File: src/hdl/cism_pkg.sv
// Package for the case-insensitive substring match block.
// Holds window sizing, register indexes, the cell control struct and byte folding.
// No dependencies.
package cism_pkg;

  localparam int KEY_MAX = 16;
  localparam int IDX_W   = $clog2(KEY_MAX);
  localparam int CNT_W   = $clog2(KEY_MAX + 1);

  localparam logic [1:0] REG_KEY_LOW  = 2'd0;
  localparam logic [1:0] REG_KEY_HIGH = 2'd1;
  localparam logic [1:0] REG_KEY_LEN  = 2'd2;

  typedef struct packed {
    logic advance;
    logic clear;
  } cell_ctrl_t;

  function automatic logic [7:0] fold_byte(input logic [7:0] c);
    if (c >= 8'h41 && c <= 8'h5a) begin
      return c + 8'h20;
    end
    return c;
  endfunction

endpackage

File: src/hdl/cism_cell.sv
// One window cell: holds one folded byte and compares its incoming byte with a key byte.
// Depends on cism_pkg.
module cism_cell
  import cism_pkg::*;
(
  input  logic       clk,
  input  logic       rst,
  input  cell_ctrl_t ctrl,
  input  logic [7:0] shift_in,
  input  logic [7:0] key,
  input  logic       active,
  output logic [7:0] shift_out,
  output logic       eq
);

  logic [7:0] held;

  always_ff @(posedge clk) begin
    if (rst) begin
      held <= 8'd0;
    end else if (ctrl.advance) begin
      held <= ctrl.clear ? 8'd0 : shift_in;
    end
  end

  assign shift_out = held;
  assign eq        = !active || (shift_in == key);

endmodule

File: src/hdl/case_insensitive_substring_match.sv
// Top level of the case-insensitive substring match block.
// Depends on cism_pkg and cism_cell (one cell per window byte).
//
//   channel | direction | handshake            | payload
//   --------+-----------+----------------------+--------------------------------------
//   cfg     | in        | cfg_valid/cfg_ready  | cfg_index, cfg_data
//   in      | in        | in_valid/in_ready    | char_byte, last_char, end_of_list
//   out     | out       | out_valid/out_ready  | message_matched, any_matched, list_done
//
// One byte per cycle while in_ready is high; the cell row compares every window
// position in the cycle a byte is taken; a result is registered with its last byte.
// A two-entry output buffer lets input continue while one result waits; input
// stalls only when both entries are full. cfg_ready is always high.
// Synchronous reset clears the window, counters, match flags and output valid flags.
module case_insensitive_substring_match
  import cism_pkg::*;
(
  input  logic        clk,
  input  logic        rst,
  input  logic        cfg_valid,
  output logic        cfg_ready,
  input  logic [1:0]  cfg_index,
  input  logic [63:0] cfg_data,
  input  logic        in_valid,
  output logic        in_ready,
  input  logic [7:0]  char_byte,
  input  logic        last_char,
  input  logic        end_of_list,
  output logic        out_valid,
  input  logic        out_ready,
  output logic        message_matched,
  output logic        any_matched,
  output logic        list_done
);

  logic [63:0]      key_low;
  logic [63:0]      key_high;
  logic [4:0]       key_length;
  logic [CNT_W-1:0] bytes_seen;
  logic             message_hit;
  logic             list_hit;
  logic             skid_valid;
  logic [2:0]       main_res;
  logic [2:0]       skid_res;

  logic [7:0]       key_arr [16];
  logic [CNT_W-1:0] n;
  logic [7:0]       win [KEY_MAX];
  logic [7:0]       cin [KEY_MAX];
  logic [KEY_MAX-1:0] eqs;
  cell_ctrl_t       ctrl;
  logic             accept;
  logic             push;
  logic             pop;
  logic [CNT_W-1:0] bytes_seen_next;
  logic             msg_total;
  logic             any_total;
  logic [2:0]       new_res;

  assign cfg_ready = 1'b1;

  always_ff @(posedge clk) begin
    if (rst) begin
      key_low    <= 64'd0;
      key_high   <= 64'd0;
      key_length <= 5'd1;
    end else if (cfg_valid) begin
      case (cfg_index)
        REG_KEY_LOW:  key_low    <= cfg_data;
        REG_KEY_HIGH: key_high   <= cfg_data;
        REG_KEY_LEN:  key_length <= cfg_data[4:0];
        default: ;
      endcase
    end
  end

  always_comb begin
    for (int k = 0; k < 8; k++) begin
      key_arr[k]     = fold_byte(key_low[8*k +: 8]);
      key_arr[k + 8] = fold_byte(key_high[8*k +: 8]);
    end
    if (key_length == 5'd0) begin
      n = CNT_W'(1);
    end else if (key_length > 5'(KEY_MAX)) begin
      n = CNT_W'(KEY_MAX);
    end else begin
      n = CNT_W'(key_length);
    end
  end

  assign accept       = in_valid && in_ready;
  assign ctrl.advance = accept;
  assign ctrl.clear   = last_char;

  genvar gi;
  generate
    for (gi = 0; gi < KEY_MAX; gi++) begin : g_cell
      logic [CNT_W-1:0] kidx;
      logic [IDX_W-1:0] ksel;
      assign kidx = n - CNT_W'(1) - CNT_W'(gi);
      assign ksel = kidx[IDX_W-1:0];
      if (gi == 0) begin : g_head
        assign cin[gi] = fold_byte(char_byte);
      end else begin : g_body
        assign cin[gi] = win[gi-1];
      end
      cism_cell u_cell (
        .clk      (clk),
        .rst      (rst),
        .ctrl     (ctrl),
        .shift_in (cin[gi]),
        .key      (key_arr[ksel]),
        .active   (CNT_W'(gi) < n),
        .shift_out(win[gi]),
        .eq       (eqs[gi])
      );
    end
  endgenerate

  assign bytes_seen_next = (bytes_seen < CNT_W'(KEY_MAX)) ? bytes_seen + CNT_W'(1) : bytes_seen;
  assign msg_total = message_hit || ((&eqs) && (bytes_seen_next >= n));
  assign any_total = list_hit || msg_total;
  assign new_res   = {msg_total, any_total, end_of_list};

  always_ff @(posedge clk) begin
    if (rst) begin
      bytes_seen  <= '0;
      message_hit <= 1'b0;
      list_hit    <= 1'b0;
    end else if (accept) begin
      if (last_char) begin
        bytes_seen  <= '0;
        message_hit <= 1'b0;
        list_hit    <= end_of_list ? 1'b0 : any_total;
      end else begin
        bytes_seen  <= bytes_seen_next;
        message_hit <= msg_total;
      end
    end
  end

  assign in_ready = !skid_valid;
  assign push     = accept && last_char;
  assign pop      = out_valid && out_ready;

  always_ff @(posedge clk) begin
    if (rst) begin
      out_valid  <= 1'b0;
      skid_valid <= 1'b0;
    end else if (skid_valid) begin
      if (pop) begin
        skid_valid <= 1'b0;
      end
    end else if (out_valid) begin
      if (push && !pop) begin
        skid_valid <= 1'b1;
      end else if (pop && !push) begin
        out_valid <= 1'b0;
      end
    end else if (push) begin
      out_valid <= 1'b1;
    end
  end

  always_ff @(posedge clk) begin
    if (skid_valid) begin
      if (pop) begin
        main_res <= skid_res;
      end
    end else if (push) begin
      if (!out_valid || pop) begin
        main_res <= new_res;
      end else begin
        skid_res <= new_res;
      end
    end
  end

  assign message_matched = main_res[2];
  assign any_matched     = main_res[1];
  assign list_done       = main_res[0];

endmodule
File: config.mk
export PLATFORM = sky130hd
export DESIGN_NAME = case_insensitive_substring_match
export DESIGN_NICKNAME = d
export VERILOG_FILES = /design/src/hdl/cism_pkg.sv /design/src/hdl/cism_cell.sv /design/src/hdl/case_insensitive_substring_match.sv
export SDC_FILE = /design/constraint.sdc
export NUM_CORES = 1
export LEC_CHECK = 0
export ABC_AREA = 0
export CAP_MARGIN = 20
export CORE_ASPECT_RATIO = 0.7
export CORE_MARGIN = 5
export CORE_UTILIZATION = 25
export CTS_CLUSTER_DIAMETER = 150
export DETAILED_ROUTE_END_ITERATION = 16
export DONT_BUFFER_PORTS = 1
export PLACE_DENSITY = 0.39
export SYNTH_ARGS = -nofsm -noshare
export SYNTH_HDL_FRONTEND = slang
export SYNTH_SLANG_ARGS = --single-unit
File: constraint.sdc
create_clock -name clk -period 6.9 [get_ports clk]
set_input_delay 1.035 -clock clk [delete_from_list [all_inputs] [get_ports clk]]
set_output_delay 1.035 -clock clk [all_outputs]
set_load 0.05 [all_outputs]
==> metrics.md, run 1 <==
| Metric | Value |
|---|---|
| Port buffer count | 0 |
| Clock Latency Late Sink | about 0.64 ns |
| Worst-case clock buffer depth | 3 |
| Outcome | completed |
| First DRT Iteration DRCs | about 3200 |
| Register share of total power | ~37% |
| Fin Setup TNS | 0 ns |
| Fin Hold WS | around 0.47 ns |
| Max-cap violations | 0 |
| Int Pwr | 2.969 mW |
| Crit path max fanout | 26 |
| YS warnings | 0 |
| Synth Instances | 2813 |
| Antenna violations before repair | 4 |
| GR Overflow Total | 0 |
| Final Routed Wirelength | roughly 120 mm |
| Dominant synthesized flop cell | dfxtp_1 |
| Layout cells sized above 1 | between 10 and 15% |
| Routed vias | 23150 |
| H-Tree Level Count | 1 |
| Post-synth top cells | nand2_1, a21oi_1, dfxtp_1 |
| Logic gate share of total power | 24.2% |
| GRT Util Overall | between 20% and 30% |
| DR pass1 iterations | 6 |
| Final hold vios | 0 |
| Mapped Avg Cell Area | approximately 8 um^2 |
| Routed len/inst | 31.53 um |
| Peak supply drop | between 0.00015 and 0.0002 V |
| Static Leak | 8.996 nW |
| WS Path Type | flip-flop to flip-flop |
| PostCTS Resize Cnt | 0 |
| Root buffer selected by CTS | clkbuf_16 |
| CTS Sinks | 268 |
| RePlAce Congestion | slightly above 1 |
| FMAX | between 150 and 200 MHz |
| Hold buffer count at CTS | 0 |
| Synth area leaders | dfxtp_1, nand2_1, mux4_2 |
| Multi-input gate area | roughly 16000 um^2 |
| HPWL Detailed | ~95 mm |
| Die Area | around 95000 um^2 |
| Post-synth top area share | between 20% and 30% |
| Post-synth cell types | 95 |
| Worst path max stage delay | 0.67 ns |
| Post-layout nets | roughly 2800 |
| Die X | around 370 um |
| Reg area | about 5400 um^2 |
| Core Area | slightly below 90000 um^2 |
| Row cnt | slightly above 90 |
| Most area-hungry cell type in the Yosys netlist | dfxtp_1 |
| Cell Area, Placed | roughly 23000 um^2 |
| Crit path time final | around 6.2 ns |
| First-pass GRT wire length | 170.4 mm |
| Cell breakdown of the critical path | or4_4 -> nand2_4 -> inv_6 -> ha_2 -> nor2b_1 -> a21o_1 -> buf_4 -> mux2i_1 -> a221o_1 -> and2_1 -> mux4_2 -> xor2_1 -> nor4_1 -> nand4_1 -> a2111oi_4 -> nand3_2 -> o31ai_2 |
| Slew Viols, Final | 0 |
| Max-Slew Margin vs Limit | under 10% |
| DIE HEIGHT | between 200 and 300 um |
| Clk_skew | about 0.016 ns |
| Count leader, synth | nand2_1 |
| Worst Path Required | ~7.4 ns |
| Post-synth EDFFs | 6 |
| Fin crit share | between 80% and 90% |
| Ys async rst share | 0% |
| Sequential area share after synthesis | roughly a quarter |
| #FFs+latches synth | ~270 |
| Kind of start point of the critical path | flip-flop |
| Syn-to-layout area delta | 10.58% |
| Syn_nets | a little under 3000 |
| TritonCTS clock tree | built |
| Sw Pwr | between 1.5 and 2 mW |
| RSZ-0062 raised after global routing | false |
| Worst Max-Slew Pin Slew | ~1.4 ns |
| Mapped Area | 22210 um^2 |
| Setup violations, final | 0 |
| Via/cell ratio | about 5.9 |
| Fillers | around 9500 |
| Clock Pin Slew Worst Setup and Hold Paths | around 0.06 ns |
| Pwr/cell area | about 180 nW/um^2 |
| Min-delay worst type | flip-flop to flip-flop |
| Slowest-stage cell, CP | nor4_1 |
| Num CTS Buffers | 31 |
| Net Sw Frac | between 30% and 40% |
| Worst setup EP type | flip-flop |
| Vias in the first global route | ~21000 |
| Largest net degree at the start of global routing | between 200 and 300 |
| Overall Power | around 4.5 mW |
| Final Cell Area | between 20000 and 25000 um^2 |
| Number of top-level pins | just under 90 |
| DRC Markers | 0 |
| Clock power frac | between 30% and 40% |
| Routed Antenna Nets | 0 |
| CP arrival | 6.65 ns |
| Initial Util | ~25% |
| Setup Fix Bufs, Post-CTS | 0 |
## kinds of logic (layout without fill, tap and decap cells)
logic type               after synthesis  in the layout  synth area share [%]
AND/OR/NAND/NOR                     1078           1078                 23.06
buffers and inverters                247            170                 4.524
XOR/XNOR                             137            137                 5.403
flip-flops                           268            268                 24.43
adder cells (fa/ha/maj)               32             32                 1.803
multiplexers                         306            306                 19.12
other                                  1              4               0.01689
AO/OA/AOI/OAI                        744            744                 21.65
## stage by stage
| step | utilization [%] | worst slack, ns | std cells |
|---|---|---|---|
| after floorplan | - | 0.1512 | 2813 |
| after global placement | 26.66 | 1.043 | 3842 |
| after detailed placement | 26.66 | 0.9548 | 3842 |
| after CTS | 27.86 | 0.9184 | 3898 |
| after global routing | 27.86 | 0.4993 | 3898 |
| final | 27.87 | 0.7023 | 3901 |
## metal layers
layer  GRT usage [%]  vias to the layer above  wire (um)
li1                -                    10150          -
met1           37.49                    11630      58350
met2           34.38                     1192      47900
met3           6.808                      168      13260
met4           5.697                        2       3452
met5               0                        -         17
## critical path, delay by kind of cell (launching register included)
kind                     cells  cell delay [ns]
AND/OR/NAND/NOR              7             2.75
AO/OA/AOI/OAI                4             1.30
multiplexers                 2             0.82
adder cells (fa/ha/maj)      1             0.38
flip-flops                   1             0.31
buffers and inverters        2             0.29
XOR/XNOR                     1             0.16
## state kept, by name, summed over array words and instances, names as in the netlist
signal,flops
key_low,64
out_valid,1
main_res,3
list_hit,1
skid_valid,1
bytes_seen,5
key_high,64
message_hit,1
key_length,5
g_cell.u_cell.shift_out,120
skid_res,3
## cell usage in the layout (no fill, tap or decap), types with 19 or more instances in the layout
cell type,n
and3_1,23
mux2i_1,198
nor2_1,102
xnor2_1,67
a221oi_1,22
nand3_1,52
a21oi_1,333
clkbuf_16,31
nand2_1,589
a22oi_1,23
buf_4,82
mux4_2,93
nand3b_1,127
a21o_1,19
dfxtp_1,262
inv_1,28
o21ai_0,58
a211oi_1,43
a31oi_1,27
ha_1,31
xor2_1,69
o22ai_1,42
nor3_1,46
## cell type report
type,instances,area share [%]
tap,1162,5.920
antenna,3,0.03057
inverter,31,0.4993
sequential,268,22.09
multi-input combinational,2298,64.56
clock buffer,42,3.612
timing repair buffer,83,2.588
clock inverter,14,0.7031
## final timing paths
check | from | end | slack (ns) | depth (start not counted)
setup reg to reg | key_length[1] | main_res[2] | 0.70 | 17
setup / recovery | key_length[1] | main_res[2] | 0.70 | 17
hold reg to reg | g_cell[14].u_cell.shift_out[2] | g_cell[14].u_cell.shift_out[2] | 0.47 | 2
hold / removal | g_cell[14].u_cell.shift_out[2] | g_cell[14].u_cell.shift_out[2] | 0.47 | 2
## power groups by stage
stage	registers (mW)	logic [mW]	clock network (mW)
after global routing	1.67	1.14	1.88
after floorplan	1.65	0.705	0
after detailed placement	1.70	1.05	0
final	1.66	1.09	1.77
after global placement	1.69	1.05	0
after CTS	1.66	1.06	1.82
(Power assumes the default switching activity.)
==> run 2, diff against run 1 <==
--- a/config.mk
+++ b/config.mk
@@ -13,7 +13,7 @@
 export CTS_CLUSTER_DIAMETER = 150
 export DETAILED_ROUTE_END_ITERATION = 16
 export DONT_BUFFER_PORTS = 1
-export PLACE_DENSITY = 0.39
+export PLACE_DENSITY = 0.41
 export SYNTH_ARGS = -nofsm -noshare
 export SYNTH_HDL_FRONTEND = slang
 export SYNTH_SLANG_ARGS = --single-unit
==> metrics.md, run 2 (synthesis gave the netlist of run 1 again) <==
| Metric | Value |
|---|---|
| TritonCTS clock tree | built (unchanged) |
| Crit path max fanout | 33 (was 26) |
| Clock Latency Late Sink | 0.63 ns (was 0.64 ns) |
| Cell breakdown of the critical path | buf_4 -> or2b_4 -> buf_4 -> ha_1 -> a21bo_2 -> a22oi_1 -> nand2_1 -> mux4_2 -> xnor2_1 -> nand2_1 -> nor4_1 -> and4_1 -> a41oi_1 -> a211oi_1 -> nand3_1 -> o31ai_2 (was or4_4 -> nand2_4 -> inv_6 -> ha_2 -> nor2b_1 -> a21o_1 -> buf_4 -> mux2i_1 -> a221o_1 -> and2_1 -> mux4_2 -> xor2_1 -> nor4_1 -> nand4_1 -> a2111oi_4 -> nand3_2 -> o31ai_2) |
| First DRT Iteration DRCs | 3091 (was 3237) |
| First-pass GRT wire length | 168.1 mm (was 170.4 mm) |
| Multi-input gate area | 15850 um^2 (about the same) |
| Min-delay worst type | flip-flop to flip-flop (unchanged) |
| Setup Fix Bufs, Post-CTS | 0 (unchanged) |
| Syn-to-layout area delta | 9.741% (was 10.58%) |
| Peak supply drop | 0.0001566 V (was 0.0001982 V) |
| Worst Max-Slew Pin Slew | 1.180 ns (was 1.397 ns) |
| Core Area | 88130 um^2 (unchanged) |
| GR Overflow Total | 0 (unchanged) |
| Layout cells sized above 1 | 10.31% (was 10.93%) |
| Clock Pin Slew Worst Setup and Hold Paths | 0.07 ns (was 0.06 ns) |
| Num CTS Buffers | 29 (was 31) |
| Worst setup EP type | flip-flop (unchanged) |
| Routed vias | 23040 (was 23150) |
| Fillers | 9495 (was 9480) |
| Worst Path Required | 7.36 ns (was 7.35 ns) |
| CTS Sinks | 268 (unchanged) |
| Via/cell ratio | 5.919 (was 5.934) |
| Largest net degree at the start of global routing | 264 (unchanged) |
| Post-layout nets | 2819 (was 2826) |
| CP arrival | 6.99 ns (was 6.65 ns) |
| Outcome | completed (unchanged) |
| RSZ-0062 raised after global routing | false (unchanged) |
| PnR worst setup slack | 0.3699 ns (was 0.7023 ns) |
| PostCTS Resize Cnt | 0 (unchanged) |
| Hold buffer count at CTS | 0 (unchanged) |
| Setup violations, final | 0 (unchanged) |
| Initial Util | 25.20% (unchanged) |
| Final Routed Wirelength | 122.3 mm (was 123.0 mm) |
| Die X | 366.2 um (unchanged) |
| Clk_skew | 0.02876 ns (was 0.01649 ns) |
| WS Path Type | flip-flop to flip-flop (unchanged) |
| End-of-flow core utilization | 27.66% (was 27.87%) |
| Routed Antenna Nets | 0 (unchanged) |
| Max-Slew Margin vs Limit | 21.04% (was 5.875%) |
| Worst path max stage delay | 0.76 ns (was 0.67 ns) |
| Non-filler cells, final | 3892 (was 3901) |
| Crit path time final | 6.530 ns (was 6.198 ns) |
| Worst-case clock buffer depth | 3 (unchanged) |
| Max reg flops | 120 (unchanged) |
| Fin Setup TNS | 0 ns (unchanged) |
| GRT Util Overall | 24.54% (was 24.77%) |
| Slowest-stage cell, CP | mux4_2 (was nor4_1) |
| Vias in the first global route | 20630 (was 21030) |
| Slew Viols, Final | 0 (unchanged) |
| Routed len/inst | 31.42 um (was 31.53 um) |
| Static Leak | 8.886 nW (was 8.996 nW) |
| Pwr/cell area | 177.3 nW/um^2 (was 184.1 nW/um^2) |
| Reg area | 5425 um^2 (unchanged) |
| Row cnt | 91 (unchanged) |
| Port buffer count | 0 (unchanged) |
| Root buffer selected by CTS | clkbuf_16 (unchanged) |
| HPWL Detailed | 94.84 mm (was 95.31 mm) |
| Fin crit share | 94.64% (was 89.82%) |
| Max-cap violations | 0 (unchanged) |
| Commonest non-fill, non-tap cell in the layout | nand2_1 (unchanged) |
| Antenna violations before repair | 4 (unchanged) |
| Die Area | 94990 um^2 (unchanged) |
| FMAX | 153.1 MHz (was 161.4 MHz) |
| Pre-CTS setup slack | 0.6198 ns (was 0.9548 ns) |
| RePlAce Congestion | 0.9839 (was 1.025) |
| Kind of start point of the critical path | flip-flop (unchanged) |
| Most frequent cells in the layout | nand2_1, a21oi_1, dfxtp_1 (unchanged) |
| Final hold vios | 0 (unchanged) |
| DRC Markers | 0 (unchanged) |
| DIE HEIGHT | 259.4 um (unchanged) |
| DR pass1 iterations | 6 (unchanged) |
| Number of top-level pins | 87 (unchanged) |
| H-Tree Level Count | 1 (unchanged) |
| Dpl cells | 3836 (was 3842) |
run 2: critical path, delay by kind of cell, from the launching register on:
| family | cells | cell delay, ns |
|---|---|---|
| multiplexers | 1 | 0.76 |
| flip-flops | 1 | 0.37 |
| AND/OR/NAND/NOR | 6 | 2.31 |
| adder cells (fa/ha/maj) | 1 | 0.55 |
| buffers and inverters | 2 | 0.80 |
| XOR/XNOR | 1 | 0.14 |
| AO/OA/AOI/OAI | 5 | 1.37 |
run 2: report_power, final:
group / switching [mW] / total (mW) / internal [mW]
sequential: 0.0874 / 1.67 / 1.58
clock: 0.705 / 1.55 / 0.848
combinational: 0.721 / 1.10 / 0.377
run 2: stage by stage:
step | instance area [um^2] | hold slack (ns) | power [mW]
final | 24370 | 0.4655 | 4.321
after global routing | 24360 | 0.4662 | 4.482
after CTS | 24330 | 0.4582 | 4.332
after detailed placement | 23440 | 0.4555 | 2.761
after global placement | 23430 | 0.4523 | 2.761
after floorplan | 22210 | 0.4414 | 2.357
run 2: per-layer routing:
layer	vias up	global-route usage, %	share of wire, %
li1	10140	-	-
met1	11580	38.07	49
met3	144	5.889	10
met5	-	0	0
met4	0	5.458	2.6
met2	1170	33.63	39
run 2: final cells by class:
class	count	share of cell area (%)
diodes	4	0.04107
clock buffers	44	3.332
clock inverters	7	0.3440
inverters	31	0.5031
multi-input cells	2298	65.02
flip-flops and latches	268	22.26
well taps	1162	5.965
repair buffers	78	2.536
run 2: worst paths after layout:
| path | startpoint | slack (ns) | to | cells past startpoint |
|---|---|---|---|---|
| worst max register to register | key_length[4] | 0.37 | main_res[2] | 16 |
| worst min-delay path | g_cell[14].u_cell.shift_out[1] | 0.47 | g_cell[14].u_cell.shift_out[1] | 2 |
| worst max-delay path | key_length[4] | 0.37 | main_res[2] | 16 |
| worst min register to register | g_cell[14].u_cell.shift_out[1] | 0.47 | g_cell[14].u_cell.shift_out[1] | 2 |
